### src/rtl/rsct_pkg.sv
// Shared types and constants of the ring sample corner test block.
// No dependencies.
package rsct_pkg;

	localparam int SAMPLE_W   = 8;
	localparam int CFG_IDX_W  = 2;
	localparam int CFG_DATA_W = 8;
	localparam int CONTRAST_W = 8;
	localparam int SPREAD_W   = 7;
	localparam int RUN_W      = 7;
	localparam int SUM_W      = 14;

	localparam logic [CONTRAST_W-1:0] CONTRAST_RST = 8'd100;
	localparam logic [SPREAD_W-1:0]   SPREAD_RST   = 7'd6;

	localparam logic [CFG_IDX_W-1:0] REG_CONTRAST = 2'd0;
	localparam logic [CFG_IDX_W-1:0] REG_SPREAD   = 2'd1;

	typedef struct packed {
		logic [SUM_W-1:0] sum;
		logic             bank;
		logic             low_contrast;
	} job_t;

endpackage

### src/rtl/rsct_ifs.sv


interface rsct_result_if;
	logic                       valid;
	logic                       ready;
	logic                       is_corner;
	logic                       low_contrast;
	logic [rsct_pkg::RUN_W-1:0] run_count;
	logic [rsct_pkg::RUN_W-1:0] run_spread;

	modport source (output valid, output is_corner, output low_contrast, output run_count,
		output run_spread, input ready);
	modport sink (input valid, input is_corner, input low_contrast, input run_count,
		input run_spread, output ready);
endinterface


### src/rtl/rsct_back.sv
// Back end: holds the two-bank ring store, walks a stored ring, counts runs and forms the verdict.
// Depends on rsct_pkg and rsct_ifs.
module rsct_back #(
	parameter int RING_POINTS = 32,
	localparam int IDX_W = $clog2(RING_POINTS),
	localparam int ADDR_W = IDX_W + 1,
	localparam int CNT_W = $clog2(RING_POINTS + 2)
) (
	input  logic                          clk,
	input  logic                          arst_n,
	input  logic                          job_valid,
	input  rsct_pkg::job_t                job,
	output logic                          job_pop,
	input  logic                          wr_en,
	input  logic [ADDR_W-1:0]             wr_addr,
	input  logic [rsct_pkg::SAMPLE_W-1:0] wr_data,
	output logic                          bank_free,
	input  logic [rsct_pkg::SPREAD_W-1:0] spread_max,
	rsct_result_if.source                 verdicts
);

	localparam logic [1:0] B_IDLE = 2'd0;
	localparam logic [1:0] B_WALK = 2'd1;
	localparam logic [1:0] B_LEN  = 2'd2;
	localparam logic [1:0] B_DONE = 2'd3;

	localparam logic [IDX_W-1:0] LAST   = IDX_W'(RING_POINTS - 1);
	localparam logic [CNT_W-1:0] RP_C   = CNT_W'(RING_POINTS);
	localparam logic [CNT_W-1:0] FOUR   = CNT_W'(4);

	logic [rsct_pkg::SAMPLE_W-1:0] mem_q [0:(1 << ADDR_W) - 1];

	logic [1:0]                    state_q;
	logic [rsct_pkg::SUM_W-1:0]    job_sum_q;
	logic                          job_bank_q;
	logic                          lowc_q;
	logic [CNT_W-1:0]              step_q;
	logic                          rvalid_s1;
	logic [CNT_W-1:0]              rstep_s1;
	logic [rsct_pkg::SAMPLE_W-1:0] rd_data_s1;
	logic                          prev_bit_q;
	logic [CNT_W-1:0]              trans_q;
	logic [IDX_W-1:0]              pos_q [4];
	logic [CNT_W-1:0]              len_q [4];

	logic                          out_valid_q;
	logic                          out_corner_q;
	logic                          out_lowc_q;
	logic [rsct_pkg::RUN_W-1:0]    out_runs_q;
	logic [rsct_pkg::RUN_W-1:0]    out_spread_q;

	logic                          issue;
	logic [IDX_W-1:0]              rd_idx;
	logic [ADDR_W-1:0]             rd_addr;
	logic [rsct_pkg::SUM_W-1:0]    prod;
	logic                          bit_now;
	logic                          walk_end;
	logic                          four_runs;
	logic [CNT_W-1:0]              mn01, mn23, mx01, mx23, len_min, len_max;
	logic [rsct_pkg::RUN_W-1:0]    spread;
	logic [rsct_pkg::RUN_W-1:0]    runs;
	logic                          out_load;

	assign job_pop  = (state_q == B_IDLE) && job_valid;
	assign issue    = (state_q == B_WALK) && (step_q <= RP_C);
	assign rd_idx   = (step_q == '0) ? LAST : IDX_W'(step_q - CNT_W'(1));
	assign rd_addr  = {job_bank_q, rd_idx};
	assign prod     = rsct_pkg::SUM_W'(rd_data_s1) * rsct_pkg::SUM_W'(RING_POINTS);
	assign bit_now  = (prod > job_sum_q);
	assign walk_end = (state_q == B_WALK) && rvalid_s1 && (rstep_s1 == RP_C);

	assign bank_free = (job_pop && job.low_contrast) || walk_end;

	always_ff @(posedge clk) begin
		if (wr_en) begin
			mem_q[wr_addr] <= wr_data;
		end
		if (issue) begin
			rd_data_s1 <= mem_q[rd_addr];
		end
	end

	assign four_runs = !lowc_q && (trans_q == FOUR);
	assign mn01      = (len_q[0] < len_q[1]) ? len_q[0] : len_q[1];
	assign mn23      = (len_q[2] < len_q[3]) ? len_q[2] : len_q[3];
	assign mx01      = (len_q[0] > len_q[1]) ? len_q[0] : len_q[1];
	assign mx23      = (len_q[2] > len_q[3]) ? len_q[2] : len_q[3];
	assign len_min   = (mn01 < mn23) ? mn01 : mn23;
	assign len_max   = (mx01 > mx23) ? mx01 : mx23;
	assign spread    = four_runs ? rsct_pkg::RUN_W'(len_max - len_min) : '0;
	assign runs      = lowc_q ? '0 :
		((trans_q == '0) ? rsct_pkg::RUN_W'(1) : rsct_pkg::RUN_W'(trans_q));
	assign out_load  = (state_q == B_DONE) && (!out_valid_q || verdicts.ready);

	always_ff @(posedge clk or negedge arst_n) begin
		if (!arst_n) begin
			state_q    <= B_IDLE;
			step_q     <= '0;
			rvalid_s1  <= 1'b0;
			rstep_s1   <= '0;
			trans_q    <= '0;
			prev_bit_q <= 1'b0;
		end else begin
			rvalid_s1 <= issue;
			rstep_s1  <= step_q;
			if (issue) begin
				step_q <= step_q + CNT_W'(1);
			end
			case (state_q)
				B_IDLE: begin
					if (job_valid) begin
						step_q  <= '0;
						trans_q <= '0;
						state_q <= job.low_contrast ? B_DONE : B_WALK;
					end
				end
				B_WALK: begin
					if (rvalid_s1) begin
						prev_bit_q <= bit_now;
						if ((rstep_s1 != '0) && (bit_now != prev_bit_q)) begin
							trans_q <= trans_q + CNT_W'(1);
						end
						if (walk_end) begin
							state_q <= B_LEN;
						end
					end
				end
				B_LEN: begin
					state_q <= B_DONE;
				end
				B_DONE: begin
					if (out_load) begin
						state_q <= B_IDLE;
					end
				end
				default: state_q <= B_IDLE;
			endcase
		end
	end

	always_ff @(posedge clk) begin
		if (job_pop) begin
			job_sum_q  <= job.sum;
			job_bank_q <= job.bank;
			lowc_q     <= job.low_contrast;
		end
		if ((state_q == B_WALK) && rvalid_s1 && (rstep_s1 != '0) && (bit_now != prev_bit_q)
			&& (trans_q < FOUR)) begin
			pos_q[trans_q[1:0]] <= IDX_W'(rstep_s1 - CNT_W'(1));
		end
		if (state_q == B_LEN) begin
			len_q[0] <= CNT_W'(pos_q[1]) - CNT_W'(pos_q[0]);
			len_q[1] <= CNT_W'(pos_q[2]) - CNT_W'(pos_q[1]);
			len_q[2] <= CNT_W'(pos_q[3]) - CNT_W'(pos_q[2]);
			len_q[3] <= CNT_W'(pos_q[0]) + RP_C - CNT_W'(pos_q[3]);
		end
		if (out_load) begin
			out_corner_q <= four_runs && (spread <= rsct_pkg::RUN_W'(spread_max));
			out_lowc_q   <= lowc_q;
			out_runs_q   <= runs;
			out_spread_q <= spread;
		end
	end

	always_ff @(posedge clk or negedge arst_n) begin
		if (!arst_n) begin
			out_valid_q <= 1'b0;
		end else if (out_load) begin
			out_valid_q <= 1'b1;
		end else if (verdicts.ready) begin
			out_valid_q <= 1'b0;
		end
	end

	assign verdicts.valid        = out_valid_q;
	assign verdicts.is_corner    = out_corner_q;
	assign verdicts.low_contrast = out_lowc_q;
	assign verdicts.run_count    = out_runs_q;
	assign verdicts.run_spread   = out_spread_q;

endmodule

### src/flat_wrapper.sv
// flat-port wrapper written by rule: the top's interface ports become plain ports
module rsct_back_flat 
#(
	parameter int RING_POINTS = 32,
	localparam int IDX_W = $clog2(RING_POINTS),
	localparam int ADDR_W = IDX_W + 1,
	localparam int CNT_W = $clog2(RING_POINTS + 2)
)
  (clk, arst_n, job_valid, job, job_pop, wr_en, wr_addr, wr_data, bank_free, spread_max, verdicts_valid, verdicts_is_corner, verdicts_low_contrast, verdicts_run_count, verdicts_run_spread, verdicts_ready);
  rsct_result_if verdicts_i ();
  input  logic clk;
  input  logic arst_n;
  input  logic job_valid;
  input  rsct_pkg::job_t job;
  output logic job_pop;
  input  logic wr_en;
  input  logic [ADDR_W-1:0] wr_addr;
  input  logic [rsct_pkg::SAMPLE_W-1:0] wr_data;
  output logic bank_free;
  input  logic [rsct_pkg::SPREAD_W-1:0] spread_max;
  output wire logic [$bits(verdicts_i.valid)-1:0] verdicts_valid;
  output wire logic [$bits(verdicts_i.is_corner)-1:0] verdicts_is_corner;
  output wire logic [$bits(verdicts_i.low_contrast)-1:0] verdicts_low_contrast;
  output wire logic [$bits(verdicts_i.run_count)-1:0] verdicts_run_count;
  output wire logic [$bits(verdicts_i.run_spread)-1:0] verdicts_run_spread;
  input wire logic [$bits(verdicts_i.ready)-1:0] verdicts_ready;
  assign verdicts_valid = verdicts_i.valid;
  assign verdicts_is_corner = verdicts_i.is_corner;
  assign verdicts_low_contrast = verdicts_i.low_contrast;
  assign verdicts_run_count = verdicts_i.run_count;
  assign verdicts_run_spread = verdicts_i.run_spread;
  assign verdicts_i.ready = verdicts_ready;
  rsct_back #(.RING_POINTS(RING_POINTS)) u_core (.clk(clk), .arst_n(arst_n), .job_valid(job_valid), .job(job), .job_pop(job_pop), .wr_en(wr_en), .wr_addr(wr_addr), .wr_data(wr_data), .bank_free(bank_free), .spread_max(spread_max), .verdicts(verdicts_i));
endmodule
### config.mk
export PLATFORM = sky130hd
export DESIGN_NAME = rsct_back_flat
export DESIGN_NICKNAME = d
export VERILOG_FILES = /design/src/rtl/rsct_pkg.sv /design/src/rtl/rsct_ifs.sv /design/src/rtl/rsct_back.sv /design/src/flat_wrapper.sv
export SDC_FILE = /design/constraint.sdc
export NUM_CORES = 1
export LEC_CHECK = 0
export BUFFER_PORTS_ARGS = -buffer_cell sky130_fd_sc_hd__buf_2
export CORE_UTILIZATION = 35
export DETAILED_ROUTE_END_ITERATION = 7
export PLACE_DENSITY = 0.57
export SLEW_MARGIN = 20
export SYNTH_ARGS = -nofsm -noshare
export SYNTH_HDL_FRONTEND = slang
export SYNTH_SLANG_ARGS = --single-unit
### constraint.sdc
create_clock -name clk -period 10.5 [get_ports clk]
set_clock_uncertainty 0.05 [all_clocks]
set_input_delay 0.525 -clock clk [delete_from_list [all_inputs] [get_ports clk]]
set_output_delay 0.525 -clock clk [all_outputs]
set_load 0.05 [all_outputs]
==> results of run 1 <==
-- report_power, final --
group	switching (uW)	internal, uW	total, uW
combinational	2660	1360	4020
sequential	71.0	2880	2950
clock	937	1320	2260
-- worst paths after layout --
check	to	slack (ns)	cells past startpoint
setup / recovery	u_core.verdicts.is_corner	3.31	26
hold / removal	u_core.job_sum_q[6]	0.06	1
setup reg to reg	u_core.verdicts.is_corner	3.31	26
hold reg to reg	u_core.trans_q[5]	0.46	1
max in group asynchronous	u_core.step_q[0]	9.56	2
min in group asynchronous	u_core.verdicts.valid	0.43	2
-- cell families after synthesis --
logic type                 count (synthesis)  share of synthesized area [%]
and+or+nand+nor                          485                           8.71
other                                      1                         0.0138
muxes                                     91                           3.80
DFF                                      618                           67.8
buffers and inverters                    203                           3.28
AOI/OAI and AO/OA                        465                           11.8
xor gates and xnor gates                  23                          0.740
adders and majority gates                 81                           3.86
-- layout make-up --
class	count	area (sq um)	area share, %
multi-input combinational	1146	7950	26.0
clock inverter	28	246	0.805
sequential	618	18400	60.3
timing repair buffer	91	543	1.77
clock buffer	90	1830	5.97
tap	1030	1290	4.21
inverter	82	308	1.01
-- flip-flops by register name (all words and copies together), names as in the netlist, 7 cells and up --
register	count
u_core.job_sum_q	14
u_core.len_q	24
u_core.mem_q	512
u_core.pos_q	20
u_core.rd_data_s1	8
u_core.verdicts.run_spread	7
-- worst reg2reg max path, delay by kind of cell (launching register included) --
family / cells / cell delay [ns]
adders and majority gates: 5 / 1.61
buffers and inverters: 1 / 0.29
DFF: 1 / 0.42
muxes: 2 / 0.73
AOI/OAI and AO/OA: 12 / 3.10
and+or+nand+nor: 6 / 0.85
-- per-layer routing --
metal | track usage [%] | wire (microns) | vias up
met5 | 0 | 12 | -
met4 | 5.00 | 1720 | 2
met3 | 3.26 | 5520 | 128
li1 | - | - | 7793
met1 | 25.6 | 31400 | 8775
met2 | 29.2 | 33700 | 743
-- Yosys cell counts, types with 6 or more instances --
library cell,n
sky130_fd_sc_hd__o221ai_1,74
sky130_fd_sc_hd__edfxtp_1,595
sky130_fd_sc_hd__a31oi_1,10
sky130_fd_sc_hd__a211oi_1,9
sky130_fd_sc_hd__o21a_1,6
sky130_fd_sc_hd__o32a_1,13
sky130_fd_sc_hd__a221oi_1,7
sky130_fd_sc_hd__nand3_1,14
sky130_fd_sc_hd__nor2b_1,22
sky130_fd_sc_hd__mux4_2,6
sky130_fd_sc_hd__o31ai_1,14
sky130_fd_sc_hd__o32ai_1,20
sky130_fd_sc_hd__buf_6,6
sky130_fd_sc_hd__and2_1,7
sky130_fd_sc_hd__nand2b_1,20
sky130_fd_sc_hd__inv_1,80
sky130_fd_sc_hd__a21oi_1,81
sky130_fd_sc_hd__xor2_1,12
sky130_fd_sc_hd__o22ai_1,79
sky130_fd_sc_hd__nor2_1,134
sky130_fd_sc_hd__nand2_1,59
sky130_fd_sc_hd__nand4_1,9
sky130_fd_sc_hd__buf_4,9
sky130_fd_sc_hd__o211ai_1,12
sky130_fd_sc_hd__or3_1,16
sky130_fd_sc_hd__buf_2,41
sky130_fd_sc_hd__mux2_2,39
sky130_fd_sc_hd__o21ai_0,74
sky130_fd_sc_hd__a21o_1,24
sky130_fd_sc_hd__dfrtp_1,23
sky130_fd_sc_hd__ha_1,76
sky130_fd_sc_hd__buf_1,7
sky130_fd_sc_hd__clkbuf_1,58
sky130_fd_sc_hd__xnor2_1,11
sky130_fd_sc_hd__mux2i_1,46
sky130_fd_sc_hd__and3_1,6
sky130_fd_sc_hd__nor3_1,165
-- timing repair --
item                                   4_1_cts  5_1_grt
resized for setup                            0        0
endpoints found under the hold margin       23        0
hold buffers                                 1        0
-- through the flow --
step	power, uW	utilization (%)	hold WS, ns
finish	9230	40.0	0.0561
global route	9660	40.0	0.0211
CTS	9230	40.0	0.0232
detailed placement	6980	37.3	0.454
global placement	6920	37.3	0.428
floorplan	5690	-	0.179
==> out/summary.md, run 1 <==
Place
- **dpl cell area** 28,500 sq um
- **number of buffer cells added on primary ports** 59
- **post-detailed-placement half-perimeter wirelength** 44,900 microns
- **pre-CTS worst setup slack** 3.40 ns
- **Placed Cells** 2,966
- **routability cong.** 0.854

Yosys
- **average cell area after synthesis** 13.8 sq um
- **number of distinct library cells after synthesis** 78
- **Synth Instances** 1,967
- **top cells by area, synth** sky130_fd_sc_hd__edfxtp_1 (66%), sky130_fd_sc_hd__ha_1 (3.5%), sky130_fd_sc_hd__nor3_1 (3.0%), sky130_fd_sc_hd__o221ai_1 (2.4%), sky130_fd_sc_hd__dfrtp_1 (2.1%)
- **fraction of the yosys area taken by sequential cells** 67.8%
- **count of flip-flops with a built-in enable after synthesis** 595
- **total standard cell area after synthesis** 27,200 sq um
- **register bit total from synthesis** 618
- **share of flip-flops with an asynchronous set or reset after synthesis** 3.72%
- **top cell type's share of synthesized area** 65.6%
- **top_reg_cell synth** sky130_fd_sc_hd__edfxtp_1
- **cell type contributing the most total cell area after synthesis** sky130_fd_sc_hd__edfxtp_1
- **Synthesis Warnings** 0
- **net count of the mapped netlist** 2,090

Setup path
- **first element of the critical path** u_core.len_q[2][3]
- **largest fanout on the critical path** 9
- **Crit path largest cell delay** 0.70 ns
- **kind of cell with the highest combined delay on the critical path** compound AO/OA/AOI/OAI gates
- **cell at the slowest stage of the critical path** sky130_fd_sc_hd__a211oi_1
- **Critical Path End Type** register
- **startpoint of the lowest-slack register-to-register path** u_core.len_q[2][3]
- **most used cell, CP** sky130_fd_sc_hd__ha_1
- **nature of the critical path startpoint** register
- **CP required** 10.87 ns
- **arrival time of the worst setup path** 7.57 ns
- **Worst Path Buf+Inv** 1
- **CP Class** register to register

Run status
- **result of the run** finished, final reports clean

Floorplanning
- **initial core utilization** 35.6%
- **die outline area** 78,900 sq um
- **Row Count** 101
- **core area** 76,500 sq um
- **Die Height** 281 microns
- **Top Ports** 61
- **horizontal extent of the die** 281 microns

Cells and area
- **most common library cell in the layout ignoring fill and taps** sky130_fd_sc_hd__edfxtp_1
- **final non-filler cell area** 30,600 sq um
- **most frequent cells in the layout** sky130_fd_sc_hd__edfxtp_1 (595), sky130_fd_sc_hd__nor3_1 (165), sky130_fd_sc_hd__nor2_1 (134)
- **area added between synthesis and finish** 12.4%
- **share of final-layout standard cells stronger than drive strength 1** 12.0%
- **final antenna diode count** 0
- **Layout Nets** 2,128
- **number of filler cells placed in the layout** 7,014
- **non-filler instance count after layout** 3,085

Timing
- **Final Cycle Share** 68.5%
- **post-layout worst setup margin** 3.31 ns
- **Total Neg Setup Slack** 0 ns
- **worst-case headroom to the max-slew limit** 21.5%
- **Max Clk Rate** 139 MHz
- **final worst path period need** 7.19 ns
- **Final Hold Fails** 0
- **setup repair after global routing missed its margin** false
- **count of final max-slew check failures** 0
- **Setup Viol. Count Final** 0
- **measured slew at the worst slew-check pin** 1.18 ns

Pwr
- **peak supply drop** 223 uV
- **static power due to leakage** 0.0102 uW
- **total power density per cell area** 301 nW/um^2

Worst hold path
- **worst min-delay path startpoint** job[8]
- **worst hold path class** input port to register

Clock tree
- **CTS buffer count** 66
- **deepest level of the CTS H-tree** 3
- **maximum count of clock buffers along a single path** 3
- **Clk Latency, worst-skew pair** 0.59 ns
- **setup repair bufs after CTS** 0
- **sink count of the clock tree** 618
- **Clock Pin Slew Worst Setup and Hold Paths** 0.06 ns
- **root buf cell** sky130_fd_sc_hd__clkbuf_16
- **TritonCTS clock tree** built

Global route
- **via count of the first global-routing pass** 17,091
- **pin count of the biggest net entering global routing** 79
- **GRT Resource Usage Total** 18.3%
- **total congestion overflow** 0
- **first-pass GRT wire length** 109,000 microns
- **antenna violations before repair** 2

Detailed routing
- **via count normalized by instance count** 5.65
- **Starting DRT DRC Count** 1,818
- **routed length per instance** 23.4 microns
- **total wirelength of the detailed-routed design** 72,300 microns
- **Antenna Violating Nets Remaining** 0
- **1st-pass router iterations** 5
- **count of vias placed by the detailed router** 17,441
- **drc violations** 0

Flow run
- **max capacitance violation total** 0

No activity file was read; power rests on OpenSTA's default activity.
==> run 2, diff against run 1 <==
--- a/config.mk
+++ b/config.mk
@@ -8,7 +8,7 @@
 export BUFFER_PORTS_ARGS = -buffer_cell sky130_fd_sc_hd__buf_2
 export CORE_UTILIZATION = 35
 export DETAILED_ROUTE_END_ITERATION = 7
-export PLACE_DENSITY = 0.57
+export PLACE_DENSITY = 0.58
 export SLEW_MARGIN = 20
 export SYNTH_ARGS = -nofsm -noshare
 export SYNTH_HDL_FRONTEND = slang
==> constraint.sdc (replaced) <==
create_clock -name clk -period 6.4 [get_ports clk]
set_clock_uncertainty 0.05 [all_clocks]
set_input_delay 0.32 -clock clk [delete_from_list [all_inputs] [get_ports clk]]
set_output_delay 0.32 -clock clk [all_outputs]
set_load 0.05 [all_outputs]
==> run 2 against run 1 <==
Against the previous run:
- non-clock buffer count grew 30
- sequential share of layout area decreased by 0.35 points
- fmax up 22%
- register-to-register slack worse by 2.8 ns
- die area is the same
- hold slack improved by 0.081 ns
==> out/summary.md, run 2 (synthesis results as in run 1) <==
Run status
- **result of the run** finished, final reports clean

Detailed routing
- **Starting DRT DRC Count** 1,664
- **Antenna Violating Nets Remaining** 0
- **count of vias placed by the detailed router** 17,354
- **1st-pass router iterations** 5
- **routed length per instance** 22.8 microns
- **via count normalized by instance count** 5.58
- **total wirelength of the detailed-routed design** 70,800 microns
- **drc violations** 0

Timing
- **worst-case headroom to the max-slew limit** 24.3%
- **post-layout worst setup margin** 0.484 ns
- **Total Neg Setup Slack** 0 ns
- **measured slew at the worst slew-check pin** 1.13 ns
- **Final Hold Fails** 0
- **final worst path period need** 5.92 ns
- **Final Cycle Share** 92.4%
- **Max Clk Rate** 169 MHz
- **setup repair after global routing missed its margin** false
- **Setup Viol. Count Final** 0
- **count of final max-slew check failures** 0

Setup path
- **Crit path largest cell delay** 0.54 ns
- **WP depth** 26
- **cell at the slowest stage of the critical path** sky130_fd_sc_hd__fa_1
- **CP required** 6.82 ns
- **Critical Path End Type** register
- **arrival time of the worst setup path** 6.34 ns
- **largest fanout on the critical path** 10
- **startpoint of the lowest-slack register-to-register path** u_core.len_q[0][3]
- **CP Class** register to register
- **setup slack on the worst flop-to-flop path** 0.48 ns
- **nature of the critical path startpoint** register
- **cell count of the worst reg-to-reg path** 26
- **kind of cell with the highest combined delay on the critical path** compound AO/OA/AOI/OAI gates
- **most used cell, CP** sky130_fd_sc_hd__ha_1
- **end of the worst register-to-register path** u_core.verdicts.is_corner
- **Worst Path Buf+Inv** 1

Cells and area
- **area added between synthesis and finish** 13.1%
- **most flop-heavy register** u_core.mem_q
- **number of filler cells placed in the layout** 6,949
- **flip-flop count of the largest register after layout** 512
- **final antenna diode count** 0
- **most frequent cells in the layout** sky130_fd_sc_hd__edfxtp_1 (595), sky130_fd_sc_hd__nor3_1 (165), sky130_fd_sc_hd__nor2_1 (134)
- **share of final-layout standard cells stronger than drive strength 1** 12.8%
- **Layout Nets** 2,152
- **multi-input combinational cell area** 7980 sq um
- **final non-filler cell area** 30,800 sq um
- **register cell area after layout** 18,400 sq um
- **most common library cell in the layout ignoring fill and taps** sky130_fd_sc_hd__edfxtp_1

Worst hold path
- **Worst Hold Path Cells** 4
- **sink of the worst hold path** u_core.trans_q[5]
- **worst min-delay path startpoint** job_valid
- **worst hold path class** input port to register

Clock tree
- **root buf cell** sky130_fd_sc_hd__clkbuf_16
- **Clk Latency, worst-skew pair** 0.64 ns
- **Clock Pin Slew Worst Setup and Hold Paths** 0.06 ns
- **sink count of the clock tree** 618
- **setup repair bufs after CTS** 0
- **TritonCTS clock tree** built
- **deepest level of the CTS H-tree** 2
- **maximum count of clock buffers along a single path** 3
- **CTS buffer count** 60

Global route
- **via count of the first global-routing pass** 17,368
- **first-pass GRT wire length** 107,000 microns
- **antenna violations before repair** 1
- **GRT Resource Usage Total** 17.9%
- **total congestion overflow** 0
- **pin count of the biggest net entering global routing** 102

Place
- **routability cong.** 0.831
- **number of buffer cells added on primary ports** 59
- **pre-CTS worst setup slack** 0.309 ns
- **dpl cell area** 28,600 sq um
- **post-detailed-placement half-perimeter wirelength** 44,800 microns

Floorplanning
- **Row Count** 101
- **horizontal extent of the die** 281 microns
- **die outline area** 78,900 sq um
- **Die Height** 281 microns
- **initial core utilization** 35.6%
- **core area** 76,500 sq um
- **Top Ports** 61

Flow run
- **max capacitance violation total** 0

Pwr
- **Int Power** 8990 uW
- **total power density per cell area** 486 nW/um^2
- **static power due to leakage** 0.0103 uW
- **proportion of total power due to net switching** 39.8%
- **sequential group share of total power** 32.2%
- **Logic pwr share** 44.6%
- **P_sw** 5950 uW
- **peak supply drop** 378 uV
- **Clock power frac** 23.2%

## run 2: cell types whose count changed in the layout (fill, tap and decap cells not counted), sizes merged
cell,delta
buf,+13
bufinv,+1
clkbuf,-20
clkinv,+7
clkinvlp,+4
dlygate4sd3,+17
inv,+1
## run 2: how the worst max path moves through the flow
| stage | startpoint | to | slack, ns |
|---|---|---|---|
| 2_1_floorplan | u_core.len_q[0][3] | u_core.verdicts.is_corner | 0.36 |
| 3_3_place_gp | u_core.len_q[0][3] | u_core.verdicts.is_corner | 0.45 |
| 3_5_place_dp | u_core.len_q[2][3] | u_core.verdicts.is_corner | 0.31 |
| 4_1_cts | u_core.len_q[2][3] | u_core.verdicts.is_corner | 0.27 |
| 5_1_grt | u_core.len_q[0][5] | u_core.verdicts.is_corner | 0.02 |
| 6_report | u_core.len_q[0][3] | u_core.verdicts.is_corner | 0.48 |
## run 2: routing by layer
layer	GRT usage (%)	vias up	part of all wire (%)
li1	-	7838	-
met1	24.3	8657	43
met2	28.8	736	47
met3	3.52	121	8.1
met4	5.45	2	2.5
met5	0	-	0.018
## run 2: power by group through the flow
stage / Clock, uW / Combinational (uW) / Sequential, uW
floorplan: 0 / 4360 / 4970
global placement: 0 / 6500 / 4890
detailed placement: 0 / 6580 / 4900
CTS: 3520 / 6630 / 4820
global route: 3670 / 7210 / 4840
finish: 3460 / 6670 / 4820
## run 2: area by class of cell
type                    count  share of cell area [%]
clock buffers              70                    5.00
well taps                1030                    4.19
clock inverters            41                    1.22
multi-input cells        1146                    25.9
inverters                  82                    1.00
flip-flops and latches    618                    59.9
repair buffers            121                    2.74
## run 2: per-stage QoR
step           util (%)  total power, uW  cells  hold slack, ns
2_1_floorplan         -             9330   1967         -0.0256
3_3_place_gp       37.4            11400   2978           0.289
3_5_place_dp       37.4            11500   2978           0.298
4_1_cts            40.2            15000   3107           0.105
5_1_grt            40.3            15700   3108           0.167
6_report           40.3            14900   3108           0.137
## run 2: timing repair
action | in CTS | in global routing
gates resized for setup | 0 | 7
endpoints found under the setup margin | 0 | 1
hold buffers | 18 | 0
hold endpoints to repair | 41 | 0
## run 2: worst register-to-register path: stages, from the launching register on
cell	delay (ns)
sky130_fd_sc_hd__edfxtp_1	0.41
sky130_fd_sc_hd__ha_1	0.31
sky130_fd_sc_hd__a21o_1	0.17
sky130_fd_sc_hd__a21o_1	0.19
sky130_fd_sc_hd__a221oi_2	0.35
sky130_fd_sc_hd__a31oi_2	0.17
sky130_fd_sc_hd__mux2i_2	0.28
sky130_fd_sc_hd__inv_1	0.07
sky130_fd_sc_hd__ha_1	0.28
sky130_fd_sc_hd__nor2b_1	0.13
sky130_fd_sc_hd__o21a_1	0.15
sky130_fd_sc_hd__o21ai_0	0.14
sky130_fd_sc_hd__nand2b_1	0.08
sky130_fd_sc_hd__a211oi_1	0.30
sky130_fd_sc_hd__nor2_1	0.15
sky130_fd_sc_hd__mux2_2	0.31
sky130_fd_sc_hd__ha_1	0.22
sky130_fd_sc_hd__fa_1	0.54
sky130_fd_sc_hd__nor2_1	0.06
sky130_fd_sc_hd__ha_1	0.30
sky130_fd_sc_hd__nor2b_1	0.13
sky130_fd_sc_hd__o21a_1	0.16
sky130_fd_sc_hd__o21a_1	0.15
sky130_fd_sc_hd__o21ai_0	0.16
sky130_fd_sc_hd__nand2b_1	0.09
sky130_fd_sc_hd__a211o_1	0.29
sky130_fd_sc_hd__a21oi_1	0.12
